===== src/sv/rhsl_pkg.sv =====
// ----------------------------------------------------------------------------
// rhsl_pkg
// Types, constants and the long division step shared by the RGB to HSL
// pipeline.
// ----------------------------------------------------------------------------
package rhsl_pkg;

    localparam int CH_W       = 8;
    localparam int FRAC_W     = 16;
    localparam int DEN_W      = 11;
    localparam int DIV_STAGES = FRAC_W / 2;
    localparam int PIPE_DEPTH = 2 + DIV_STAGES;

    localparam logic [1:0] SEL_RED   = 2'd0;
    localparam logic [1:0] SEL_GREEN = 2'd1;
    localparam logic [1:0] SEL_BLUE  = 2'd2;

    typedef struct packed {
        logic [CH_W-1:0] red;
        logic [CH_W-1:0] green;
        logic [CH_W-1:0] blue;
    } rgb_t;

    typedef struct packed {
        logic [FRAC_W-1:0] hue;
        logic [FRAC_W-1:0] saturation;
        logic [FRAC_W-1:0] lightness;
    } hsl_t;

    typedef struct packed {
        logic [CH_W-1:0] red;
        logic [CH_W-1:0] green;
        logic [CH_W-1:0] blue;
        logic [CH_W-1:0] mx;
        logic [CH_W-1:0] mn;
        logic [1:0]      sel;
    } mm_t;

    typedef struct packed {
        logic [DEN_W-1:0]  rem;
        logic [FRAC_W-1:0] dvd;
        logic [FRAC_W-1:0] quo;
        logic [DEN_W-1:0]  den;
    } div_t;

    typedef struct packed {
        div_t              hue;
        div_t              sat;
        logic [FRAC_W-1:0] lightness;
    } prep_t;

    // two restoring quotient bits per call
    function automatic div_t div_step(div_t cur);
        div_t             nxt;
        logic [DEN_W:0]   part;
        logic [DEN_W-1:0] rem;
        logic [1:0]       qb;
        rem  = cur.rem;
        part = {rem, cur.dvd[FRAC_W-1]};
        if (part >= {1'b0, cur.den})
        begin
            part  = part - {1'b0, cur.den};
            qb[1] = 1'b1;
        end
        else
        begin
            qb[1] = 1'b0;
        end
        rem  = part[DEN_W-1:0];
        part = {rem, cur.dvd[FRAC_W-2]};
        if (part >= {1'b0, cur.den})
        begin
            part  = part - {1'b0, cur.den};
            qb[0] = 1'b1;
        end
        else
        begin
            qb[0] = 1'b0;
        end
        nxt.rem = part[DEN_W-1:0];
        nxt.dvd = {cur.dvd[FRAC_W-3:0], 2'b00};
        nxt.quo = {cur.quo[FRAC_W-3:0], qb};
        nxt.den = cur.den;
        return nxt;
    endfunction

endpackage


===== src/sv/rhsl_minmax.sv =====
// ----------------------------------------------------------------------------
// rhsl_minmax
// First stage: largest and smallest channel and which channel holds the
// maximum, red winning ties, then green.
// ----------------------------------------------------------------------------
module rhsl_minmax
    import rhsl_pkg::*;
(
    input  logic clk,
    input  logic en,
    input  rgb_t din,
    output mm_t  dout
);

    mm_t mm_next;
    mm_t mm_reg;

    always_comb
    begin
        mm_next.red   = din.red;
        mm_next.green = din.green;
        mm_next.blue  = din.blue;
        if (din.red >= din.green && din.red >= din.blue)
        begin
            mm_next.sel = SEL_RED;
            mm_next.mx  = din.red;
        end
        else if (din.green >= din.blue)
        begin
            mm_next.sel = SEL_GREEN;
            mm_next.mx  = din.green;
        end
        else
        begin
            mm_next.sel = SEL_BLUE;
            mm_next.mx  = din.blue;
        end
        if (din.red <= din.green && din.red <= din.blue)
            mm_next.mn = din.red;
        else if (din.green <= din.blue)
            mm_next.mn = din.green;
        else
            mm_next.mn = din.blue;
    end

    always_ff @(posedge clk)
    begin
        if (en)
            mm_reg <= mm_next;
    end

    assign dout = mm_reg;

endmodule


===== src/sv/rhsl_prep.sv =====
// ----------------------------------------------------------------------------
// rhsl_prep
// Second stage: lightness, hue and saturation numerators and divisors, and
// the scaled dividends that enter the two dividers.
// ----------------------------------------------------------------------------
module rhsl_prep
    import rhsl_pkg::*;
(
    input  logic  clk,
    input  logic  en,
    input  mm_t   din,
    output prep_t dout
);

    localparam int DVD_W = DEN_W + FRAC_W;

    logic [CH_W-1:0]   d;
    logic [CH_W:0]     s;
    logic [DEN_W-1:0]  d_x;
    logic [DEN_W-1:0]  hue_num;
    logic [DEN_W-1:0]  hue_den;
    logic [DEN_W-1:0]  sat_num;
    logic [DEN_W-1:0]  sat_den;
    logic [DVD_W-1:0]  hue_x;
    logic [DVD_W-1:0]  sat_x;
    logic [FRAC_W:0]   lig_wide;
    prep_t             prep_next;
    prep_t             prep_reg;

    always_comb
    begin
        d        = din.mx - din.mn;
        s        = {1'b0, din.mx} + {1'b0, din.mn};
        d_x      = {{(DEN_W-CH_W){1'b0}}, d};
        // 65535/510 is exactly 257/2
        lig_wide = {s, 8'b0} + {{(FRAC_W-CH_W){1'b0}}, s};

        unique case (din.sel)
            SEL_RED:
            begin
                if (din.green >= din.blue)
                    hue_num = {3'b0, din.green} - {3'b0, din.blue};
                else
                    hue_num = (d_x << 2) + (d_x << 1) - ({3'b0, din.blue} - {3'b0, din.green});
            end
            SEL_GREEN:
                hue_num = (d_x << 1) + {3'b0, din.blue} - {3'b0, din.red};
            default:
                hue_num = (d_x << 2) + {3'b0, din.red} - {3'b0, din.green};
        endcase

        hue_den = (d_x << 2) + (d_x << 1);
        sat_num = d_x;
        if (s < 9'd255)
            sat_den = {2'b0, s};
        else
            sat_den = {2'b0, 9'd510 - s};

        // gray: zero over one gives a zero quotient
        if (d == '0)
        begin
            hue_num = '0;
            hue_den = DEN_W'(1);
            sat_num = '0;
            sat_den = DEN_W'(1);
        end

        hue_x = {hue_num, {(FRAC_W){1'b0}}} - {{(FRAC_W){1'b0}}, hue_num};
        sat_x = {sat_num, {(FRAC_W){1'b0}}} - {{(FRAC_W){1'b0}}, sat_num};

        prep_next.hue.rem   = hue_x[DVD_W-1:FRAC_W];
        prep_next.hue.dvd   = hue_x[FRAC_W-1:0];
        prep_next.hue.quo   = '0;
        prep_next.hue.den   = hue_den;
        prep_next.sat.rem   = sat_x[DVD_W-1:FRAC_W];
        prep_next.sat.dvd   = sat_x[FRAC_W-1:0];
        prep_next.sat.quo   = '0;
        prep_next.sat.den   = sat_den;
        prep_next.lightness = lig_wide[FRAC_W:1];
    end

    always_ff @(posedge clk)
    begin
        if (en)
            prep_reg <= prep_next;
    end

    assign dout = prep_reg;

endmodule


===== src/sv/rhsl_divider.sv =====
// ----------------------------------------------------------------------------
// rhsl_divider
// Pipelined restoring divider, two quotient bits per stage, one enable per
// stage so that bubbles close up under a stall.
// ----------------------------------------------------------------------------
module rhsl_divider
    import rhsl_pkg::*;
(
    input  logic                   clk,
    input  logic [DIV_STAGES-1:0]  en,
    input  div_t                   din,
    output logic [FRAC_W-1:0]      quo
);

    div_t stage_reg [DIV_STAGES];

    always_ff @(posedge clk)
    begin
        if (en[0])
            stage_reg[0] <= div_step(din);
        for (int k = 1; k < DIV_STAGES; k++)
        begin
            if (en[k])
                stage_reg[k] <= div_step(stage_reg[k-1]);
        end
    end

    assign quo = stage_reg[DIV_STAGES-1].quo;

endmodule


===== src/sv/rgb_to_hsl_converter.sv =====
// ----------------------------------------------------------------------------
// rgb_to_hsl_converter
// RGB pixel to hue, saturation and lightness, 16-bit fractions, truncated.
// ----------------------------------------------------------------------------
//  channel | handshake               | payload
//  pixel   | pixel_valid/pixel_stall | rgb_t : red, green, blue
//  hsl     | hsl_valid/hsl_stall     | hsl_t : hue, saturation, lightness
//
//  Stages: min/max, prepare, then 8 divider stages of 2 bits each.
//  One pixel per cycle sustained while hsl_stall is low; the divider stage count sets the latency.
//  Reset clears the stage valid bits only.
//  Each stage loads when it is empty or the stage after it moves, so bubbles
//  close up and the input keeps accepting while a result waits.
// ----------------------------------------------------------------------------
module rgb_to_hsl_converter
    import rhsl_pkg::*;
(
    input  logic clk,
    input  logic rst_n,
    input  logic pixel_valid,
    output logic pixel_stall,
    input  rgb_t pixel,
    output logic hsl_valid,
    input  logic hsl_stall,
    output hsl_t hsl
);

    logic [PIPE_DEPTH-1:0] valid_reg;
    logic [PIPE_DEPTH-1:0] valid_next;
    logic [PIPE_DEPTH-1:0] rdy;
    logic [FRAC_W-1:0]     lig_reg [DIV_STAGES];
    mm_t                   mm;
    prep_t                 prep;
    logic [FRAC_W-1:0]     hue_q;
    logic [FRAC_W-1:0]     sat_q;

    always_comb
    begin
        rdy[PIPE_DEPTH-1] = !valid_reg[PIPE_DEPTH-1] || !hsl_stall;
        for (int k = PIPE_DEPTH - 2; k >= 0; k--)
            rdy[k] = !valid_reg[k] || rdy[k+1];
        valid_next = valid_reg;
        if (rdy[0])
            valid_next[0] = pixel_valid;
        for (int k = 1; k < PIPE_DEPTH; k++)
        begin
            if (rdy[k])
                valid_next[k] = valid_reg[k-1];
        end
    end

    always_ff @(posedge clk or negedge rst_n)
    begin
        if (!rst_n)
            valid_reg <= '0;
        else
            valid_reg <= valid_next;
    end

    rhsl_minmax u_minmax
    (
        .clk  (clk),
        .en   (rdy[0]),
        .din  (pixel),
        .dout (mm)
    );

    rhsl_prep u_prep
    (
        .clk  (clk),
        .en   (rdy[1]),
        .din  (mm),
        .dout (prep)
    );

    rhsl_divider u_div_hue
    (
        .clk (clk),
        .en  (rdy[PIPE_DEPTH-1:2]),
        .din (prep.hue),
        .quo (hue_q)
    );

    rhsl_divider u_div_sat
    (
        .clk (clk),
        .en  (rdy[PIPE_DEPTH-1:2]),
        .din (prep.sat),
        .quo (sat_q)
    );

    always_ff @(posedge clk)
    begin
        if (rdy[2])
            lig_reg[0] <= prep.lightness;
        for (int k = 1; k < DIV_STAGES; k++)
        begin
            if (rdy[k+2])
                lig_reg[k] <= lig_reg[k-1];
        end
    end

    assign pixel_stall    = !rdy[0];
    assign hsl_valid      = valid_reg[PIPE_DEPTH-1];
    assign hsl.hue        = hue_q;
    assign hsl.saturation = sat_q;
    assign hsl.lightness  = lig_reg[DIV_STAGES-1];

    // input only backs up when every stage is full and the output is held
    a_stall_full: assert property (@(posedge clk) disable iff (!rst_n)
        pixel_stall |-> (valid_reg == '1 && hsl_stall))
        else $error("input stalled with room in the pipeline");

    // black and white pixels are gray
    a_gray_ends: assert property (@(posedge clk) disable iff (!rst_n)
        hsl_valid && (hsl.lightness == '0 || hsl.lightness == '1)
        |-> (hsl.saturation == '0 && hsl.hue == '0))
        else $error("black or white pixel with nonzero hue or saturation");

    // a taken result with nothing behind it leaves the output empty
    a_drain: assert property (@(posedge clk) disable iff (!rst_n)
        hsl_valid && !hsl_stall && !valid_reg[PIPE_DEPTH-2] |=> !hsl_valid)
        else $error("result repeated after transaction");

    // a full pipeline under output stall holds every item
    a_hold_full: assert property (@(posedge clk) disable iff (!rst_n)
        valid_reg == '1 && hsl_stall |=> valid_reg == '1)
        else $error("item lost while stalled");

endmodule


===== config.mk =====
export PLATFORM = sky130hd
export DESIGN_NAME = rgb_to_hsl_converter
export DESIGN_NICKNAME = d
export VERILOG_FILES = /design/src/sv/rhsl_pkg.sv /design/src/sv/rhsl_minmax.sv /design/src/sv/rhsl_prep.sv /design/src/sv/rhsl_divider.sv /design/src/sv/rgb_to_hsl_converter.sv
export SDC_FILE = /design/constraint.sdc
export NUM_CORES = 2
export LEC_CHECK = 0
export CAP_MARGIN = 25
export CORE_MARGIN = 8
export CORE_UTILIZATION = 60
export CTS_BUF_LIST = sky130_fd_sc_hd__clkbuf_16
export DETAILED_ROUTE_END_ITERATION = 12
export DONT_BUFFER_PORTS = 1
export PLACE_DENSITY = 0.76
export SYNTH_ARGS = -nofsm -noshare
export SYNTH_HDL_FRONTEND = slang
export SYNTH_SLANG_ARGS = --single-unit

===== constraint.sdc =====
create_clock -name clk -period 23.6 [get_ports clk]
set_input_delay 3.54 -clock clk [delete_from_list [all_inputs] [get_ports clk]]
set_output_delay 3.54 -clock clk [all_outputs]
set_load 0.01 [all_outputs]

==> results.yml <==
run_status:
  status: "completed"
layout:
  nFillCells: 5801
  nNetsFinal: 4591
  antenna_cells: 0
  stdcell_count: 5205
  largest_register_ffs: 282
  synthToLayoutAreaGrowth_pct: 8.60
  drive_above_1_share: 0.0907
logic_synthesis:
  synth_flop_cell: "edfxtp_1"
  syn_area_per_cell_um2: 11.7
  synth_cells: 4066
  synth_cell_types: 91
  ys_warn_count: 0
  synth_area_um2: 47400
  synth-seq-cells: 816
  synthArstFlopShare: 0.0123
  synth_nets: 4567
  synth_top_area_frac: 0.511
  synth-edff-count: 806
  yosysTopAreaCell: "edfxtp_1"
  ys_top_cells_by_area: "edfxtp_1, ha_1, mux2_2"
  yosysSeqAreaShare: 0.516
global_route:
  grt_antenna_before_repair: 0
  overflow: 0
  grt_pass1_vias: 29800
  grt_pass1_wl_mm: 150
  grt_usage: 0.203
  grt_max_degree: 89
timing:
  tns_ps: 0
  finalWorstSetupSlack_ps: 14150
  hold_viol: 0
  period_share: 0.400
  finClkSkew_ps: 18.8
  drv_slew: 0
  setup_violations: 0
  slew_headroom: 0.343
  min_period_ps: 9450
  max_freq_mhz: 106
  max_slew.worst_pin.slew_ps: 985
  rsz0062_at_grt: "no"
drt:
  drt_first_pass_iters: 6
  ant_nets: 0
  dr_total_vias: 29800
  vias_per_cell: 5.73
  drt_iter0_markers: 1876
  drt-wirelength-per-cell_um: 17.5
  drt_wl_total_mm: 91.2
  route.detailed.drc: 0
clocking:
  ctsResizeCount: 0
  hold_buffers: 0
  cts.sinks: 816
  cts_tree: "built"
  cts_max_path_buffers: 3
  post_cts_buffers: 0
  clk_latency_ps: 640
  numCtsBuffers: 85
  cts-root-buf: "clkbuf_16"
  clk_pin_slew_worst_paths_ps: 60
  htree_levels: 3
placed_design:
  dpl.hpwl_mm: 67.8
  dp.cells: 5051
  place.gp.congestion: 0.880
  dp_slack_ps: 13250
  portBuffers: 0
worst_setup_path:
  critPathKind: "in2out"
  crit_family: "simple AND/OR/NAND/NOR gates"
  required_ps: 20060
  crit_chain: "nand3_4 -> nor2_1 -> nand3_4 -> nor2_1 -> nand3_2 -> inv_1"
  cpPeakStageDelay_ps: 650
  worstPathArrival_ps: 5910
  worst_path_max_delay_cell: "nor2_1"
  critPathLaunchType: "input port"
  cp-end-kind: "primary output"
  crit_buf_inv: 1
  worstPathMaxFanout: 28
die:
  initial_utilization: 0.603
  ios: 78
  core_area_um2: 78600
  rows: 103
  die_x_um: 297
  die_area_um2: 88300
  chipHeight_um: 297
job:
  drv_cap: 0
hold_path:
  hp-class: "reg2reg"
final cells by class:
type                            count  area [µm²]  share of cell area
Clock buffer                       86        2150              0.0418
Clock inverter                     66         785              0.0152
Inverter                          450        1690              0.0329
Multi-Input combinational cell   2708       20800               0.405
Sequential cell                   816       24500               0.475
Tap cell                         1050        1310              0.0255
Timing Repair Buffer               29         250             0.00486
through the flow:
step                       util  cell area [µm²]  hold WS (ps)
final                     0.655            51500           411
after global routing      0.655            51500           413
after CTS                 0.654            51400           410
after detailed placement  0.617            48500           405
after global placement    0.617            48500           401
after floorplan               -            47400           400
kinds of logic (layout without fill, tap and decap cells):
kind of cell | count (synthesis) | after routing | synth area share
AND/OR/NAND/NOR | 901 | 901 | 0.0928
AO/OA/AOI/OAI | 888 | 888 | 0.120
flip-flops | 816 | 816 | 0.516
buffers and inverters | 542 | 631 | 0.0459
adder cells (fa/ha/maj) | 473 | 473 | 0.132
XOR/XNOR | 227 | 227 | 0.0428
multiplexers | 219 | 219 | 0.0506
cell usage in the layout, fill, tap and decap left out, types with 15 or more instances in the layout:
| master | count |
|---|---|
| o21bai_1 | 27 |
| and3_1 | 18 |
| xnor2_1 | 143 |
| o211ai_1 | 27 |
| nand2b_1 | 49 |
| xor2_1 | 80 |
| ha_1 | 428 |
| a31oi_1 | 16 |
| inv_1 | 454 |
| clkinv_1 | 16 |
| o21a_1 | 57 |
| edfxtp_1 | 806 |
| a211oi_1 | 22 |
| mux2i_1 | 52 |
| nor2b_1 | 67 |
| a21o_1 | 83 |
| nand3_1 | 76 |
| bufinv_16 | 15 |
| a21boi_0 | 58 |
| buf_4 | 27 |
| nor3_1 | 52 |
| o31ai_1 | 52 |
| clkbuf_16 | 86 |
| fa_1 | 45 |
| nor2_1 | 223 |
| a21oi_1 | 211 |
| o21ai_0 | 229 |
| or3_1 | 20 |
| and2_1 | 28 |
| mux2_2 | 163 |
| nand4_1 | 52 |
| nand2_1 | 246 |
final timing paths:
| kind | startpoint | cells after the start | end | slack (ps) |
|---|---|---|---|---|
| worst min-delay path | u_prep.dout[101] | 0 | u_div_hue.stage_reg[0][31] | 410 |
| max in group asynchronous | rst_n | 0 | valid_reg[2] | 20920 |
| worst max register to register | u_div_sat.stage_reg[1][40] | 23 | u_div_sat.stage_reg[2][47] | 16820 |
| worst max-delay path | hsl_stall | 6 | pixel_stall | 14150 |
| min in group asynchronous | rst_n | 0 | valid_reg[6] | 2610 |
| worst min register to register | u_prep.dout[101] | 0 | u_div_hue.stage_reg[0][31] | 410 |
layer usage:
| layer | track usage | vias to the layer above | wire (µm) |
|---|---|---|---|
| li1 | - | 14900 | - |
| met1 | 0.256 | 14200 | 39400 |
| met2 | 0.360 | 622 | 45300 |
| met3 | 0.0318 | 167 | 4000 |
| met4 | 0.0604 | 0 | 2450 |
| met5 | 0 | - | 0 |
cell usage after synthesis (8+ instances only):
cell      number
inv_1        447
a21boi_0      58
edfxtp_1     806
o21a_1        57
mux2i_1       52
fa_1          45
or2_2         15
a221oi_1      11
o211ai_1      27
buf_4         32
o21bai_1      27
nand2b_1      49
nor4_1        11
nor2b_1       67
o21ai_0      229
mux2_2       163
dfrtp_1       10
and3_1        18
a211o_1       12
xnor2_1      143
a21oi_1      211
nor2_1       223
nand3_1       79
ha_1         428
o31a_1         9
nand2_1      249
nor3_1        52
a211oi_1      22
xor2_1        80
nand4_1       52
a31oi_1       16
a21o_1        83
o31ai_1       52
a31o_2         8
and2_1        28
clkbuf_1      45
or3_1         20
Power is not shown: default switching activity piles up to over one toggle a cycle in this logic, so the estimate is an artifact.
